### src/design/dras_pkg.sv
// ============================================================================
// dras_pkg
// Shared types and constants for the DNS response answer scanner.
// ============================================================================
package dras_pkg;

    // Parser phase while walking one packet.
    typedef enum logic [3:0] {
        PH_HDR    = 4'd0,
        PH_NLEN   = 4'd1,
        PH_NCHR   = 4'd2,
        PH_QTAIL  = 4'd3,
        PH_ASTART = 4'd4,
        PH_APTR   = 4'd5,
        PH_ALEN   = 4'd6,
        PH_ALBL   = 4'd7,
        PH_AFIX   = 4'd8,
        PH_ARDATA = 4'd9,
        PH_DONE   = 4'd10
    } phase_t;

    // Summary status codes.
    localparam logic [2:0] ST_CACHEABLE  = 3'd0;
    localparam logic [2:0] ST_BAD_HEADER = 3'd1;
    localparam logic [2:0] ST_BAD_NAME   = 3'd2;
    localparam logic [2:0] ST_NOT_IN_A   = 3'd3;
    localparam logic [2:0] ST_BAD_ANSWER = 3'd4;

    // Result kinds.
    localparam logic RK_NAME_CHAR = 1'b0;
    localparam logic RK_SUMMARY   = 1'b1;

    localparam logic [31:0] MAX_TTL_RESET   = 32'd86400;
    localparam logic [7:0]  MAX_LABEL_BYTES = 8'd63;
    localparam logic [7:0]  NAME_POINTER    = 8'hC0;
    localparam logic [15:0] CODE_IN_OR_A    = 16'h0001;
    localparam logic [7:0]  DOT_CHAR        = 8'h2E;
    localparam logic [15:0] RECORD_FIX_BYTES = 16'd10;
    localparam logic [15:0] QTAIL_BYTES     = 16'd4;

endpackage

### src/design/dns_response_answer_scanner_unit.sv
// ============================================================================
// dns_response_answer_scanner_unit
// Byte-serial scanner that checks whether a DNS response can be cached.
// ============================================================================
// Usage: packet bytes enter on the input channel (in_valid / in_ready) with
// data_byte, the packet length and a last_byte flag. Each word updates the
// parser state in the cycle it is accepted; the question name characters
// and dots, and one summary on the last byte, leave through a single output
// register on the result channel (out_valid / out_ready).
// A result is shown in the cycle after its byte is accepted. Throughput
// is one byte per cycle, set by the byte-level parser update, while the
// receiver keeps up, and a new byte is taken in the same cycle the pending
// result is taken. When the receiver stalls, the result is held and
// in_ready drops only while a result waits and out_ready is low.
// Reset clears the parser to the header phase, empties the output register
// and sets max_ttl to 86400. The user writes max_ttl through cfg_write_enable
// and cfg_write_data only while the block is idle; the block does not enforce it.
// ============================================================================
module dns_response_answer_scanner_unit #(
    parameter int MAX_PACKET_BYTES = 4096
) (
    input  logic        clk,
    input  logic        rst_n,
    input  logic        cfg_write_enable,
    input  logic [31:0] cfg_write_data,
    input  logic        in_valid,
    output logic        in_ready,
    input  logic [7:0]  data_byte,
    input  logic [12:0] packet_length,
    input  logic        last_byte,
    output logic        out_valid,
    input  logic        out_ready,
    output logic        result_kind,
    output logic [7:0]  name_char,
    output logic [2:0]  scan_status,
    output logic [31:0] min_ttl,
    output logic [15:0] answer_count,
    output logic [12:0] answer_offset,
    output logic [12:0] answer_length,
    output logic [12:0] name_length
);

    localparam int POS_W = $clog2(MAX_PACKET_BYTES + 1);
    localparam int SUM_W = ((POS_W > 16) ? POS_W : 16) + 2;

    logic                  accept;

    logic [31:0]           max_ttl_reg;
    logic [POS_W-1:0]      pos_reg, pos_next;
    dras_pkg::phase_t      phase_reg, phase_next;
    logic [15:0]           fbl_reg, fbl_next;
    logic [31:0]           acc_reg, acc_next;
    logic [15:0]           hac_reg, hac_next;
    logic [15:0]           ans_left_reg, ans_left_next;
    logic [31:0]           rmin_reg, rmin_next;
    logic [POS_W-1:0]      ncc_reg, ncc_next;
    logic [POS_W-1:0]      astart_reg, astart_next;
    logic [POS_W-1:0]      aend_reg, aend_next;
    logic [2:0]            err_reg, err_next;

    logic                  out_valid_reg, out_valid_next;
    logic                  kind_reg, kind_next;
    logic [7:0]            char_reg, char_next;
    logic [2:0]            status_reg, status_next;
    logic [31:0]           mttl_reg, mttl_next;
    logic [15:0]           acount_reg, acount_next;
    logic [12:0]           aoff_reg, aoff_next;
    logic [12:0]           alen_reg, alen_next;
    logic [12:0]           nlen_reg, nlen_next;

    logic [SUM_W-1:0]      len_ext;
    logic [SUM_W-1:0]      pos_ext;
    logic [SUM_W-1:0]      pos_plus1;
    logic [SUM_W-1:0]      byte_ext;
    logic [31:0]           acc_shift;
    logic [15:0]           fbl_dec;
    logic [3:0]            fix_index;
    logic                  emit;
    logic [7:0]            ch;
    logic [2:0]            final_status;
    logic                  label_ok;

    assign in_ready = !out_valid_reg || out_ready;
    assign accept   = in_valid && in_ready;

    assign len_ext   = (SUM_W'(packet_length) > SUM_W'(MAX_PACKET_BYTES))
                       ? SUM_W'(MAX_PACKET_BYTES) : SUM_W'(packet_length);
    assign pos_ext   = SUM_W'(pos_reg);
    assign pos_plus1 = pos_ext + SUM_W'(1);
    assign byte_ext  = SUM_W'(data_byte);
    assign acc_shift = {acc_reg[23:0], data_byte};
    assign fbl_dec   = fbl_reg - 16'd1;
    assign fix_index = 4'(dras_pkg::RECORD_FIX_BYTES - fbl_reg);

    // An answer label needs room for its bytes plus the fixed record header.
    assign label_ok = (data_byte <= dras_pkg::MAX_LABEL_BYTES) &&
                      !(pos_plus1 + byte_ext + SUM_W'(10) > len_ext);

    always_comb
    begin
        pos_next      = pos_reg;
        phase_next    = phase_reg;
        fbl_next      = fbl_reg;
        acc_next      = acc_reg;
        hac_next      = hac_reg;
        ans_left_next = ans_left_reg;
        rmin_next     = rmin_reg;
        ncc_next      = ncc_reg;
        astart_next   = astart_reg;
        aend_next     = aend_reg;
        err_next      = err_reg;
        emit          = 1'b0;
        ch            = 8'd0;
        final_status  = dras_pkg::ST_CACHEABLE;

        if (pos_ext < len_ext)
        begin
            case (phase_reg)
                dras_pkg::PH_HDR:
                begin
                    if (pos_ext == SUM_W'(2) && (!data_byte[7] || data_byte[1]))
                    begin
                        acc_next[31] = 1'b1;
                    end
                    if (pos_ext == SUM_W'(4) || pos_ext == SUM_W'(5))
                    begin
                        acc_next[15:0] = {acc_reg[7:0], data_byte};
                    end
                    if (pos_ext == SUM_W'(6) || pos_ext == SUM_W'(7))
                    begin
                        hac_next = {hac_reg[7:0], data_byte};
                    end
                    if (pos_ext == SUM_W'(11))
                    begin
                        if (acc_reg[31] || acc_reg[15:0] != 16'd1 || hac_reg == 16'd0)
                        begin
                            err_next   = dras_pkg::ST_BAD_HEADER;
                            phase_next = dras_pkg::PH_DONE;
                        end
                        else
                        begin
                            acc_next   = 32'd0;
                            phase_next = dras_pkg::PH_NLEN;
                        end
                    end
                end
                dras_pkg::PH_NLEN:
                begin
                    if (data_byte > dras_pkg::MAX_LABEL_BYTES ||
                        pos_plus1 + byte_ext + SUM_W'(4) > len_ext)
                    begin
                        err_next   = dras_pkg::ST_BAD_NAME;
                        phase_next = dras_pkg::PH_DONE;
                    end
                    else if (data_byte == 8'd0)
                    begin
                        fbl_next   = dras_pkg::QTAIL_BYTES;
                        acc_next   = 32'd0;
                        phase_next = dras_pkg::PH_QTAIL;
                    end
                    else
                    begin
                        if (ncc_reg != '0)
                        begin
                            emit     = 1'b1;
                            ch       = dras_pkg::DOT_CHAR;
                            ncc_next = ncc_reg + POS_W'(1);
                        end
                        fbl_next   = 16'(data_byte);
                        phase_next = dras_pkg::PH_NCHR;
                    end
                end
                dras_pkg::PH_NCHR:
                begin
                    ch       = (data_byte >= 8'h41 && data_byte <= 8'h5A)
                               ? data_byte + 8'h20 : data_byte;
                    emit     = 1'b1;
                    ncc_next = ncc_reg + POS_W'(1);
                    fbl_next = fbl_dec;
                    if (fbl_dec == 16'd0)
                    begin
                        phase_next = dras_pkg::PH_NLEN;
                    end
                end
                dras_pkg::PH_QTAIL:
                begin
                    acc_next = acc_shift;
                    fbl_next = fbl_dec;
                    if (fbl_dec == 16'd0)
                    begin
                        if (acc_shift[31:16] != dras_pkg::CODE_IN_OR_A ||
                            acc_shift[15:0] != dras_pkg::CODE_IN_OR_A)
                        begin
                            err_next   = dras_pkg::ST_NOT_IN_A;
                            phase_next = dras_pkg::PH_DONE;
                        end
                        else
                        begin
                            astart_next   = POS_W'(pos_plus1);
                            aend_next     = POS_W'(pos_plus1);
                            ans_left_next = hac_reg;
                            rmin_next     = max_ttl_reg;
                            if (hac_reg == 16'd0 || pos_plus1 >= len_ext)
                            begin
                                phase_next = dras_pkg::PH_DONE;
                            end
                            else
                            begin
                                phase_next = dras_pkg::PH_ASTART;
                            end
                        end
                    end
                end
                dras_pkg::PH_ASTART, dras_pkg::PH_ALEN:
                begin
                    if (phase_reg == dras_pkg::PH_ASTART)
                    begin
                        ans_left_next = ans_left_reg - 16'd1;
                    end
                    if (phase_reg == dras_pkg::PH_ASTART && data_byte == dras_pkg::NAME_POINTER)
                    begin
                        if (pos_ext + SUM_W'(12) > len_ext)
                        begin
                            err_next   = dras_pkg::ST_BAD_ANSWER;
                            phase_next = dras_pkg::PH_DONE;
                        end
                        else
                        begin
                            phase_next = dras_pkg::PH_APTR;
                        end
                    end
                    else if (!label_ok)
                    begin
                        err_next   = dras_pkg::ST_BAD_ANSWER;
                        phase_next = dras_pkg::PH_DONE;
                    end
                    else if (data_byte != 8'd0)
                    begin
                        fbl_next   = 16'(data_byte);
                        phase_next = dras_pkg::PH_ALBL;
                    end
                    else
                    begin
                        fbl_next   = dras_pkg::RECORD_FIX_BYTES;
                        acc_next   = 32'd0;
                        phase_next = dras_pkg::PH_AFIX;
                    end
                end
                dras_pkg::PH_APTR:
                begin
                    fbl_next   = dras_pkg::RECORD_FIX_BYTES;
                    acc_next   = 32'd0;
                    phase_next = dras_pkg::PH_AFIX;
                end
                dras_pkg::PH_ALBL:
                begin
                    fbl_next = fbl_dec;
                    if (fbl_dec == 16'd0)
                    begin
                        phase_next = dras_pkg::PH_ALEN;
                    end
                end
                dras_pkg::PH_AFIX:
                begin
                    acc_next = acc_shift;
                    fbl_next = fbl_dec;
                    if (fix_index == 4'd3 && acc_shift[15:0] != dras_pkg::CODE_IN_OR_A)
                    begin
                        err_next   = dras_pkg::ST_BAD_ANSWER;
                        phase_next = dras_pkg::PH_DONE;
                    end
                    else if (fix_index == 4'd7)
                    begin
                        if (acc_shift < rmin_reg)
                        begin
                            rmin_next = acc_shift;
                        end
                    end
                    else if (fix_index == 4'd9)
                    begin
                        if (pos_plus1 + SUM_W'(acc_shift[15:0]) > len_ext)
                        begin
                            err_next   = dras_pkg::ST_BAD_ANSWER;
                            phase_next = dras_pkg::PH_DONE;
                        end
                        else if (acc_shift[15:0] != 16'd0)
                        begin
                            fbl_next   = acc_shift[15:0];
                            phase_next = dras_pkg::PH_ARDATA;
                        end
                        else
                        begin
                            aend_next = POS_W'(pos_plus1);
                            if (ans_left_reg == 16'd0 || pos_plus1 >= len_ext)
                            begin
                                phase_next = dras_pkg::PH_DONE;
                            end
                            else
                            begin
                                phase_next = dras_pkg::PH_ASTART;
                            end
                        end
                    end
                end
                dras_pkg::PH_ARDATA:
                begin
                    fbl_next = fbl_dec;
                    if (fbl_dec == 16'd0)
                    begin
                        aend_next = POS_W'(pos_plus1);
                        if (ans_left_reg == 16'd0 || pos_plus1 >= len_ext)
                        begin
                            phase_next = dras_pkg::PH_DONE;
                        end
                        else
                        begin
                            phase_next = dras_pkg::PH_ASTART;
                        end
                    end
                end
                default:
                begin
                end
            endcase
        end

        if (pos_ext < SUM_W'(MAX_PACKET_BYTES))
        begin
            pos_next = pos_reg + POS_W'(1);
        end

        // An early end is classed by the phase the packet stopped in.
        final_status = err_next;
        if (err_next == dras_pkg::ST_CACHEABLE)
        begin
            if (phase_next == dras_pkg::PH_HDR)
            begin
                final_status = dras_pkg::ST_BAD_HEADER;
            end
            else if (phase_next inside {dras_pkg::PH_NLEN, dras_pkg::PH_NCHR,
                                        dras_pkg::PH_QTAIL})
            begin
                final_status = dras_pkg::ST_BAD_NAME;
            end
            else if (phase_next != dras_pkg::PH_ASTART && phase_next != dras_pkg::PH_DONE)
            begin
                final_status = dras_pkg::ST_BAD_ANSWER;
            end
        end

        kind_next   = dras_pkg::RK_NAME_CHAR;
        char_next   = ch;
        status_next = dras_pkg::ST_CACHEABLE;
        mttl_next   = 32'd0;
        acount_next = 16'd0;
        aoff_next   = 13'd0;
        alen_next   = 13'd0;
        nlen_next   = 13'd0;
        if (last_byte)
        begin
            kind_next   = dras_pkg::RK_SUMMARY;
            char_next   = 8'd0;
            status_next = final_status;
            mttl_next   = rmin_next;
            acount_next = hac_next;
            aoff_next   = 13'(astart_next);
            alen_next   = 13'(aend_next - astart_next);
            nlen_next   = 13'(ncc_next);

            pos_next      = '0;
            phase_next    = dras_pkg::PH_HDR;
            fbl_next      = 16'd0;
            acc_next      = 32'd0;
            hac_next      = 16'd0;
            ans_left_next = 16'd0;
            rmin_next     = max_ttl_reg;
            ncc_next      = '0;
            astart_next   = '0;
            aend_next     = '0;
            err_next      = dras_pkg::ST_CACHEABLE;
        end

        if (accept)
        begin
            out_valid_next = emit || last_byte;
        end
        else if (out_ready)
        begin
            out_valid_next = 1'b0;
        end
        else
        begin
            out_valid_next = out_valid_reg;
        end
    end

    always_ff @(posedge clk or negedge rst_n)
    begin
        if (!rst_n)
        begin
            max_ttl_reg   <= dras_pkg::MAX_TTL_RESET;
            pos_reg       <= '0;
            phase_reg     <= dras_pkg::PH_HDR;
            fbl_reg       <= 16'd0;
            acc_reg       <= 32'd0;
            hac_reg       <= 16'd0;
            ans_left_reg  <= 16'd0;
            rmin_reg      <= dras_pkg::MAX_TTL_RESET;
            ncc_reg       <= '0;
            astart_reg    <= '0;
            aend_reg      <= '0;
            err_reg       <= dras_pkg::ST_CACHEABLE;
            out_valid_reg <= 1'b0;
        end
        else
        begin
            if (cfg_write_enable)
            begin
                max_ttl_reg <= cfg_write_data;
            end
            if (accept)
            begin
                pos_reg      <= pos_next;
                phase_reg    <= phase_next;
                fbl_reg      <= fbl_next;
                acc_reg      <= acc_next;
                hac_reg      <= hac_next;
                ans_left_reg <= ans_left_next;
                rmin_reg     <= rmin_next;
                ncc_reg      <= ncc_next;
                astart_reg   <= astart_next;
                aend_reg     <= aend_next;
                err_reg      <= err_next;
            end
            out_valid_reg <= out_valid_next;
        end
    end

    always_ff @(posedge clk)
    begin
        if (accept && (emit || last_byte))
        begin
            kind_reg   <= kind_next;
            char_reg   <= char_next;
            status_reg <= status_next;
            mttl_reg   <= mttl_next;
            acount_reg <= acount_next;
            aoff_reg   <= aoff_next;
            alen_reg   <= alen_next;
            nlen_reg   <= nlen_next;
        end
    end

    assign out_valid     = out_valid_reg;
    assign result_kind   = kind_reg;
    assign name_char     = char_reg;
    assign scan_status   = status_reg;
    assign min_ttl       = mttl_reg;
    assign answer_count  = acount_reg;
    assign answer_offset = aoff_reg;
    assign answer_length = alen_reg;
    assign name_length   = nlen_reg;

endmodule

### config.mk
export PLATFORM = sky130hd
export DESIGN_NAME = dns_response_answer_scanner_unit
export DESIGN_NICKNAME = d
export VERILOG_FILES = /design/src/design/dras_pkg.sv /design/src/design/dns_response_answer_scanner_unit.sv
export SDC_FILE = /design/constraint.sdc
export NUM_CORES = 1
export LEC_CHECK = 0
export ABC_AREA = 1
export BUFFER_PORTS_ARGS = -buffer_cell sky130_fd_sc_hd__buf_4
export CELL_PAD_IN_SITES_DETAIL_PLACEMENT = 1
export CELL_PAD_IN_SITES_GLOBAL_PLACEMENT = 2
export CORE_ASPECT_RATIO = 0.6
export CORE_MARGIN = 5
export CORE_UTILIZATION = 40
export CTS_BUF_LIST = sky130_fd_sc_hd__clkbuf_8
export DETAILED_ROUTE_END_ITERATION = 10
export GPL_TIMING_DRIVEN = 0
export HOLD_SLACK_MARGIN = 0.1
export PLACE_DENSITY_LB_ADDON = 0.1
export SETUP_SLACK_MARGIN = 0.3
export SYNTH_ARGS = -nofsm -noshare
export SYNTH_HDL_FRONTEND = slang
export SYNTH_SLANG_ARGS = --single-unit
### constraint.sdc
create_clock -name clk -period 22.1 [get_ports clk]
set_clock_uncertainty 0.2 [all_clocks]
set_input_delay 6.63 -clock clk [delete_from_list [all_inputs] [get_ports clk]]
set_output_delay 6.63 -clock clk [all_outputs]
set_load 0.02 [all_outputs]
## Word level (Yosys, flattened, before mapping)

Cells that the tools add are included.

- Bits in registers: 296
- Input bits: 59
- Output and inout port bits: 101
- Logic and storage cells: 257

- Add/subtract/negate cells: 13
- Magnitude comparators: 13
- Eq/ne operators: 37
- Mux-type cells: 123
- Bitwise logic cells: 1
- Reduce and logical (&&, ||, !) cells: 48

Operator list:

| operator | count |
|---|---|
| 32-bit 2-to-1 mux | 16 |
| 16-bit 2-to-1 mux | 20 |
| 13-bit 2-to-1 mux | 23 |
| 32-bit case mux with 5 select lines | 1 |
| 4-bit 2-to-1 mux | 21 |
| 16-bit case mux with 5 select lines | 1 |
| 32-bit case mux with 2 select lines | 1 |
| 3-bit 2-to-1 mux | 18 |
| 13-bit by 3-bit equality test with 1-bit output, second input constant | 4 |
| 16-bit logical NOT | 3 |
| 16-bit by 1-bit != test with 1-bit output, second input constant | 3 |
| 13-bit case mux with 3 select lines | 1 |
| 4-bit case mux with 9 select lines | 1 |
| 32-bit < comparator | 1 |
| 16-bit case mux with 2 select lines | 1 |
| 16-bit by 1-bit subtractor with 16-bit output, second input constant | 2 |
| 3-bit != test, second input constant | 10 |
| 13-bit by 1-bit adder with 13-bit output, second input constant | 2 |
| 13-bit case mux with 2 select lines | 1 |
| 8-bit 2-to-1 mux | 3 |
| 4-bit by 2-bit equality test with 1-bit output, second input constant | 5 |
| 4-bit by 3-bit equality test with 1-bit output, second input constant | 5 |
| 18-bit by 4-bit adder with 18-bit output, second input constant | 1 |
| 18-bit by 13-bit greater-than comparator with 1-bit output | 1 |
| other kinds (50) | 90 |

## Depth between registers and ports, before layout

Gate-level depths: netlist (run 1).

- Depth after elaboration: 18
- Gate-level depth with buffers: 49
- Depth with buffers taken out: 48

## Worst setup path after synthesis (run 1)

No wires, ideal clock.

- Path type: input to register
- From: input port data_byte[0]
- To: register acount_reg[0] (netlist: answer_count[0]) (enable)
- Setup time: 0.591 ns
- Arrival: 14.866 ns
- Data required time: 21.309 ns
- Setup slack: 6.443 ns
- Cell stages on the path: 28
- Path buffers: 0
- Cell sequence: ha_1 -> fa_1 -> nand2_1 -> a21oi_2 -> xor2_1 -> inv_1 -> nor3_2 -> nand2_1 -> nor2_1 -> nand2_1 -> xor2_1 -> inv_1 -> ha_1 -> nand2_1 -> inv_1 -> o21ai_0 -> nand2_1 -> nor2_1 -> nand2_1 -> nand2_1 -> nand2_1 -> a21oi_1 -> nand3_2 -> nor2_2 -> nand2_4 -> nand2_4 -> inv_2 -> a21oi_1

- Cells in the longest elaborated chain, start to end: 9
- Elaborated cells on any way between the ends: 12
- Those cells by class: add/sub (2); order compare (2); mux (4); reduce/logical (4)

RTL lines:

| what | RTL line | RTL |
|---|---|---|
| from (decl) | dns_response_answer_scanner_unit.sv:28 | `input logic [7:0] data_byte,` |
| 14-bit by 8-bit adder with 15-bit output | dns_response_answer_scanner_unit.sv:150 | `pos_plus1 + byte_ext + SUM_W'(4) > len_ext)` |
| 15-bit by 3-bit adder with 16-bit output | dns_response_answer_scanner_unit.sv:150 |  |
| 16-bit by 13-bit greater-than comparator with 1-bit output | dns_response_answer_scanner_unit.sv:150 |  |
| 1-bit logical OR | dns_response_answer_scanner_unit.sv:149 | `if (data_byte > dras_pkg::MAX_LABEL_BYTES \|\|` |
| 1-bit 2-to-1 mux (*) | dns_response_answer_scanner_unit.sv:149 |  |
| 1-bit case mux with 2 select lines (*) | dns_response_answer_scanner_unit.sv:118 | `case (phase_reg)` |
| 1-bit 2-to-1 mux (*) | dns_response_answer_scanner_unit.sv:116 | `if (pos_ext < len_ext)` |
| 1-bit logical OR (*) | dns_response_answer_scanner_unit.sv:441 | `if (accept && (emit \|\| last_byte))` |
| 1-bit logical AND (*) | dns_response_answer_scanner_unit.sv:441 |  |
| to (signal assigned) | dns_response_answer_scanner_unit.sv:447 | `acount_reg <= acount_next;` |
| to (decl) | dns_response_answer_scanner_unit.sv:66 | `logic [15:0] acount_reg, acount_next;` |

Every way passes the cells marked *; elsewhere a longest branch is shown, timed or not.
A chain may end at the register's enable or synchronous reset.

## Final worst setup path (run 1)

- From: input port out_ready
- To: output port in_ready

- Cells in the longest elaborated chain, start to end: 1

RTL lines:

| what | RTL line | RTL |
|---|---|---|
| from (decl) | dns_response_answer_scanner_unit.sv:32 | `input logic out_ready,` |
| 1-bit logical OR | dns_response_answer_scanner_unit.sv:83 | `assign in_ready = !out_valid_reg \|\| out_ready;` |
| to (decl) | dns_response_answer_scanner_unit.sv:27 | `output logic in_ready,` |

No other way between the ends.

==> results of run 1 <==
[final cells by class]
class | instances | share of cell area (%)
clock inverters | 32 | 0.7380
repair buffers | 163 | 5.324
inverters | 384 | 5.863
multi-input cells | 2055 | 47.10
flip-flops and latches | 296 | 32.20
clock buffers | 61 | 3.415
plain buffers | 102 | 1.781
well taps | 703 | 3.578
[Yosys cell counts (54+ instances only)]
cell	n	share of area, %
nand3_1	131	3.1
nor2_1	278	4.9
xor2_1	54	2.2
a21oi_1	154	3.6
ha_1	150	8.8
o22ai_1	83	2.4
nand2_1	541	9.5
dfrtp_1	187	22
o21ai_0	277	6.5
inv_1	368	6.5
clkbuf_1	78	1.4
edfxtp_1	99	14
[per-layer routing]
layer | part of all wire [%] | global-route usage (%)
met1 | 49 | 46.43
met3 | 9.7 | 8.788
met5 | 0 | 0
met2 | 40 | 42.21
met4 | 1.4 | 4.513
[worst register-to-register path: cells and delay by family, from the launching register on]
kind                     cells  cell delay, ns
adder cells (fa/ha/maj)      3            1.17
XOR/XNOR                     2            0.38
AND/OR/NAND/NOR             19            3.42
flip-flops                   1            0.46
buffers and inverters        6            0.98
AO/OA/AOI/OAI               12            2.29
[how the worst min path moves through the flow]
stage	startpoint	endpoint	depth (start not counted)
6_report	astart_reg[7]$_DFFE_PN0P_	astart_reg[7]$_DFFE_PN0P_	2
4_1_cts	astart_reg[1]$_DFFE_PN0P_	astart_reg[1]$_DFFE_PN0P_	2
2_1_floorplan	astart_reg[10]$_DFFE_PN0P_	astart_reg[10]$_DFFE_PN0P_	2
3_5_place_dp	astart_reg[1]$_DFFE_PN0P_	astart_reg[1]$_DFFE_PN0P_	2
3_3_place_gp	astart_reg[10]$_DFFE_PN0P_	astart_reg[10]$_DFFE_PN0P_	2
5_1_grt	astart_reg[1]$_DFFE_PN0P_	astart_reg[1]$_DFFE_PN0P_	2
[per-stage QoR]
| stage | utilization, % | cells |
|---|---|---|
| final | 46.65 | 3796 |
| after CTS | 46.65 | 3796 |
| after floorplan | - | 2837 |
| after global routing | 46.65 | 3796 |
| after detailed placement | 44.71 | 3703 |
| after global placement | 44.46 | 3698 |
[cells by family (layout without fill, tap and decap cells)]
logic type                 count (synthesis)  in the layout  synth area share, %
DFF                                      296            296                37.05
muxes                                     18             18               0.9488
xor gates and xnor gates                  64             64                2.782
AOI/OAI and AO/OA                        695            695                18.57
and+or+nand+nor                         1126           1126                22.88
buffers and inverters                    486            742                8.797
adders and majority gates                152            152                8.973
[power by group through the flow]
stage          Combinational, W  Sequential [W]  Clock [W]
2_1_floorplan          0.000566        0.000715          0
3_3_place_gp           0.000853        0.000723          0
3_5_place_dp           0.000892        0.000721          0
4_1_cts                0.000897        0.000712   0.000534
5_1_grt                 0.00101        0.000720   0.000562
6_report               0.000918        0.000714   0.000524
==> run_results.csv, run 1 <==
group,metric,value,unit
run_status,status,"complete, no violations",
global_route,grt_pass1_vias,22030,
sta,finalHoldViolations,0,
final_layout,final_area,24580,um^2
sta,rsz0062_at_grt,"false",
pwr,vdd_ir_drop_max,0.06244,mV
clock_tree,cts_tree,"done",
floorplanning,initial_core_util,40.54,%
critical_path,critPathKind,"in2out",
critical_path,ff2ff_path_depth,42,
critical_path,crit_family,"buffers and inverters",
critical_path,critPathCaptureType,"output port",
final_layout,layout-drive-gt1-share,11.83,%
critical_path,slowest_delay,0.17,ns
critical_path,critPathBufInv,3,
yosys,synth_nets,3048,
final_layout,num_antenna_cells,0,
drt,drc_errors,0,
sta,slew_headroom,19.71,%
clock_tree,cts_buffers,50,
sta,post-route-period-util,62.80,%
critical_path,rrSetupSlack,13.01,ns
critical_path,cp_data_arrival_time,7.05,ns
yosys,synth_ff_type,"dfrtp_1",
min_path,worst_hold_path_type,"reg2reg",
pwr,power_frac_comb,42.6,%
critical_path,critPathRequiredTime,15.27,ns
final_layout,multi_input_area,11580,um^2
sta,fin_ws,8.222,ns
drt,drt_iter0_drc,2016,
floorplanning,io_pins,160,
pwr,p_per_area,87.68,nW/um^2
critical_path,r2r-end,"answer_length[12]$_SDFFCE_PN0P_",
final_layout,nets,3263,
sta,timing.final.crit_period,13.88,ns
yosys,yosys.cell_types.count,60,
sta,slew_violations,0,
yosys,synth_warnings,0,
critical_path,crit_fanout,3,
sta,fmaxAchievable,0.07206,GHz
clock_tree,cts_buffer_depth,3,
drt,via_per_inst,5.740,
pwr,p_switching,0.0009722,W
clock_tree,cts-root-buf,"clkbuf_8",
clock_tree,clkLatencyLatePin,0.65,ns
pwr,clockPowerShare,24.3,%
drt,wl,89940,um
floorplanning,core,52700,um^2
final_layout,area_growth,15.08,%
final_layout,seq_area,7915,um^2
critical_path,crit_cells,4,
pwr,p_total,0.002155,W
clock_tree,clk_pin_slew,0.06,ns
yosys,syn_inst,2837,
pwr,internal_power,0.001183,W
placed_design,io_buffer_count,158,
final_layout,mostFrequentLayoutCells,"nand2_1, inv_1, nor2_1",
floorplanning,num_rows,65,
yosys,netlist_area,21360,um^2
sta,finalSetupViolations,0,
global_route,antenna_found_initial,3,
global_route,grt_overflow,0,
drt,ant_nets,0,
critical_path,startpoint,"out_ready",
sta,hold_ws,0.2928,ns
global_route,grt_pass1_wl,135800,um
critical_path,cp-start-kind,"input pin",
global_route,grt_max_degree,105,
yosys,yosysSeqAreaShare,37.05,%
yosys,async_flop_share,66.55,%
clock_tree,cts_hold_buffers,0,
critical_path,slowest_stage,"buf_4",
clock_tree,htree_levels,2,
job,maxCapViolCount,0,
floorplanning,dieWidth,308.4,um
floorplanning,dieArea,58280,um^2
yosys,ys_seq_elements,296,
global_route,grt_usage,30.08,%
drt,dr_total_vias,21790,
sta,worst_slew_pin_slew,1.195,ns
critical_path,crit_end,"in_ready",
pwr,p_seq_share,33.1,%
clock_tree,postCtsSetupBuffers,0,
placed_design,hpwl,70660,um
placed_design,postPlaceCellArea,23560,um^2
placed_design,pre_cts_ws,8.109,ns
critical_path,crit_path_frequent_cell,"buf_4",
final_layout,final_common_cell,"nand2_1",
critical_path,crit_chain,"buf_4, inv_1, nand2_1, buf_4",
drt,dr.pass1.iters,6,
yosys,synth_edf_count,99,
floorplanning,die_y,189.0,um
placed_design,gp_congestion,0.9513,
drt,post_drt_wl_per_cell,23.69,um
yosys,avgSynthCellArea,7.530,um^2
pwr,p_sw_share,45.10,%
pwr,p_leak,11.48,nW
clock_tree,cts_sinks,296,
sta,finalSetupTns,0,ns
final_layout,nFillCells,6633,
clock_tree,cts_resized,0,
critical_path,r2r-start,"pos_reg[0]$_DFFE_PN0P_",
No activity file was read; power rests on OpenSTA's default activity.
==> inputs of run 2 (changes only) <==
ABC_AREA = 0   (was 1)
CORE_UTILIZATION = 36   (was 40)
clock period = 12.5 ns   (was 22.1 ns; I/O delays follow)
==> run 2 against run 1 <==
Effect of this change:
- die area grew 5.2%
- critical endpoint is now answer_length[12]$_SDFFCE_PN0P_
- design area decreased by 4.4%
- synthesized area decreased by 5.1%
- register-to-register slack got worse by 11 ns
- critical path type is now in2reg
==> run_results.csv, run 2 <==
group,metric,value,unit
sta,slew_violations,0,
drt,post_drt_wl_per_cell,25.85,um
yosys,yosysSeqAreaShare,39.03,%
global_route,grt_usage,26.29,%
critical_path,crit_path_frequent_cell,"o21ai_0",
drt,drc_errors,0,
yosys,synth_simple_gate_area_share,17.83,%
clock_tree,postCtsSetupBuffers,0,
placed_design,dp_cells,3151,
yosys,synthXorXnorAreaFrac,3.486,%
global_route,grt_pass1_wl,124400,um
yosys,yosys.cell_types.count,112,
global_route,grt_pass1_vias,19360,
job,maxCapViolCount,0,
clock_tree,cts_sinks,296,
clock_tree,cts_buffer_depth,3,
final_layout,nets,2655,
sta,rsz0062_at_grt,"false",
final_layout,area_growth,15.84,%
floorplanning,dieWidth,316.4,um
critical_path,crit_family,"compound AO/OA/AOI/OAI gates",
critical_path,critPathRequiredTime,12.64,ns
floorplanning,dieArea,61340,um^2
floorplanning,initial_core_util,36.33,%
critical_path,slowest_stage,"a31oi_2",
final_layout,finalNonFillerCells,3244,
critical_path,crit_fanout,10,
final_layout,final_common_cell,"nor2_1",
yosys,synth_top_family_by_area,"compound AO/OA/AOI/OAI gates",
final_layout,mostFrequentLayoutCells,"nor2_1, nand2_1, dfrtp_1",
critical_path,critPathCaptureType,"register",
floorplanning,core,55830,um^2
yosys,ys_seq_elements,296,
sta,post-route-period-util,93.11,%
global_route,grt_max_degree,101,
yosys,synth_edf_count,99,
pwr,vdd_ir_drop_max,0.07919,mV
critical_path,critPathBufInv,1,
yosys,synth_most_common_cell,"nor2_1",
yosys,synth_nets,2442,
floorplanning,io_pins,160,
yosys,ys_top_cells_by_count,"nor2_1, nand2_1, dfrtp_1",
pwr,p_per_area,175.0,nW/um^2
critical_path,critPathKind,"in2reg",
yosys,async_flop_share,66.55,%
pwr,p_leak,10.27,nW
sta,finalSetupViolations,0,
clock_tree,clk_pin_slew,0.07,ns
sta,finalSetupTns,0,ns
floorplanning,num_rows,67,
sta,finalHoldViolations,0,
yosys,synth_compound_area_share,21.20,%
clock_tree,cts_buffers,50,
placed_design,io_buffer_count,158,
floorplanning,die_y,193.9,um
placed_design,hpwl,64330,um
drt,dr_total_vias,19270,
sta,slew_headroom,14.82,%
global_route,grt_overflow,0,
clock_tree,htree_levels,2,
sta,fmaxAchievable,0.08592,GHz
yosys,yosysTopAreaCell,"dfrtp_1",
yosys,synth_ff_type,"dfrtp_1",
sta,worst_slew_pin_slew,1.269,ns
drt,wl,83860,um
drt,via_per_inst,5.940,
yosys,yosysTopAreaCellShare,23.07,%
yosys,syn_inst,2231,
sta,timing.final.crit_period,11.64,ns
placed_design,gp_congestion,0.9683,
clock_tree,cts-root-buf,"clkbuf_8",
yosys,yosys-top-cells-area,"dfrtp_1, edfxtp_1, ha_1",
yosys,synth_warnings,0,
yosys,avgSynthCellArea,9.091,um^2
critical_path,cp_data_arrival_time,11.78,ns
yosys,netlist_area,20280,um^2
critical_path,slowest_delay,0.76,ns
drt,drt_iter0_drc,1720,
drt,ant_nets,0,
clock_tree,clkLatencyLatePin,0.64,ns
min_path,worst_hold_path_type,"reg2reg",
global_route,antenna_found_initial,4,
clock_tree,cts_tree,"done",
run_status,status,"complete, no violations",
drt,dr.pass1.iters,5,
final_layout,layout-drive-gt1-share,15.14,%
yosys,synthAdderAreaFrac,9.451,%
critical_path,cp-start-kind,"input pin",
yosys,synth.area.mux_share,4.121,%
clock_tree,cts_hold_buffers,0,
-- run 2: changes by cell type in the layout (fill, tap and decap cells not counted), moves of 33 or more --
cell,change
nand2_1,-322
inv_1,-266
o21ai_0,-138
nand3_1,-87
a22o_1,+50
xnor2_1,+47
o22ai_1,-46
o21ai_1,-40
mux2i_1,+34
nor2_1,-33
-- run 2: metrics by stage --
step | area, um^2 | total power (W) | utilization, % | hold WS, ns | worst slack (ns)
2_1_floorplan | 20280 | 0.002517 | - | 0.2436 | 1.893
5_1_grt | 23490 | 0.004343 | 42.08 | 0.3108 | 0.3045
3_5_place_dp | 22500 | 0.003185 | 40.30 | 0.2699 | 0.4155
3_3_place_gp | 22420 | 0.003130 | 40.15 | 0.2612 | -0.9778
4_1_cts | 23490 | 0.004100 | 42.07 | 0.2845 | 1.102
6_report | 23500 | 0.004111 | 42.08 | 0.2852 | 0.8609
-- run 2: worst paths after layout --
check,from,to,slack (ns),depth (start not counted)
hold / removal,aend_reg[1]$_DFFE_PN0P_,aend_reg[1]$_DFFE_PN0P_,0.29,2
max in group asynchronous,rst_n,max_ttl_reg[17]$_DFFE_PN0P_,8.07,2
hold reg to reg,aend_reg[1]$_DFFE_PN0P_,aend_reg[1]$_DFFE_PN0P_,0.29,2
setup reg to reg,pos_reg[0]$_DFFE_PN0P_,answer_length[12]$_SDFFCE_PN0P_,2.11,33
min in group asynchronous,rst_n,ncc_reg[8]$_DFFE_PN0P_,2.95,1
setup / recovery,data_byte[0],answer_length[12]$_SDFFCE_PN0P_,0.86,31
-- run 2: layout make-up --
| cell class | instances | area (um^2) |
|---|---|---|
| Multi-Input combinational cell | 1708 | 11390 |
| Fill cell | 6533 | 32340 |
| Sequential cell | 296 | 7915 |
| Buffer | 127 | 615.6 |
| Clock inverter | 33 | 176.4 |
| Inverter | 100 | 377.9 |
| Clock buffer | 59 | 812.0 |
| Timing Repair Buffer | 161 | 1256 |
| Antenna cell | 1 | 2.502 |
| Tap cell | 759 | 949.7 |
-- run 2: layer usage --
layer | share of wire (%) | GRT usage, % | vias to the layer above
met4 | 1.3 | 4.429 | 0
met5 | 0 | 0 | -
met1 | 50 | 42.05 | 9860
li1 | - | - | 8636
met2 | 40 | 36.48 | 687
met3 | 8.3 | 5.502 | 85
-- run 2: what timing repair did --
action / in CTS / in global routing
gates resized for setup: 0 / 1
setup endpoints to repair: 0 / 1
endpoints found under the hold margin: 0 / 0
-- run 2: logic make-up after synthesis --
group	Yosys count
and+or+nand+nor	763
DFF	296
adders and majority gates	152
muxes	78
xor gates and xnor gates	79
buffers and inverters	227
AOI/OAI and AO/OA	636
-- run 2: worst register-to-register path, delay by kind of cell, from the launching register on --
family / cells / cell delay (ns)
muxes: 1 / 0.22
DFF: 1 / 0.70
and+or+nand+nor: 10 / 1.97
buffers and inverters: 1 / 0.14
AOI/OAI and AO/OA: 13 / 3.99
xor gates and xnor gates: 3 / 1.18
adders and majority gates: 5 / 1.70
-- run 2: where the power goes --
part	internal (W)	switching [W]	leakage, nW	total [W]
sequential	0.00120	0.000183	3.49	0.00138
clock	0.000451	0.000442	0.587	0.000893
combinational	0.000651	0.00119	6.20	0.00184
total	0.00230	0.00181	10.3	0.00411
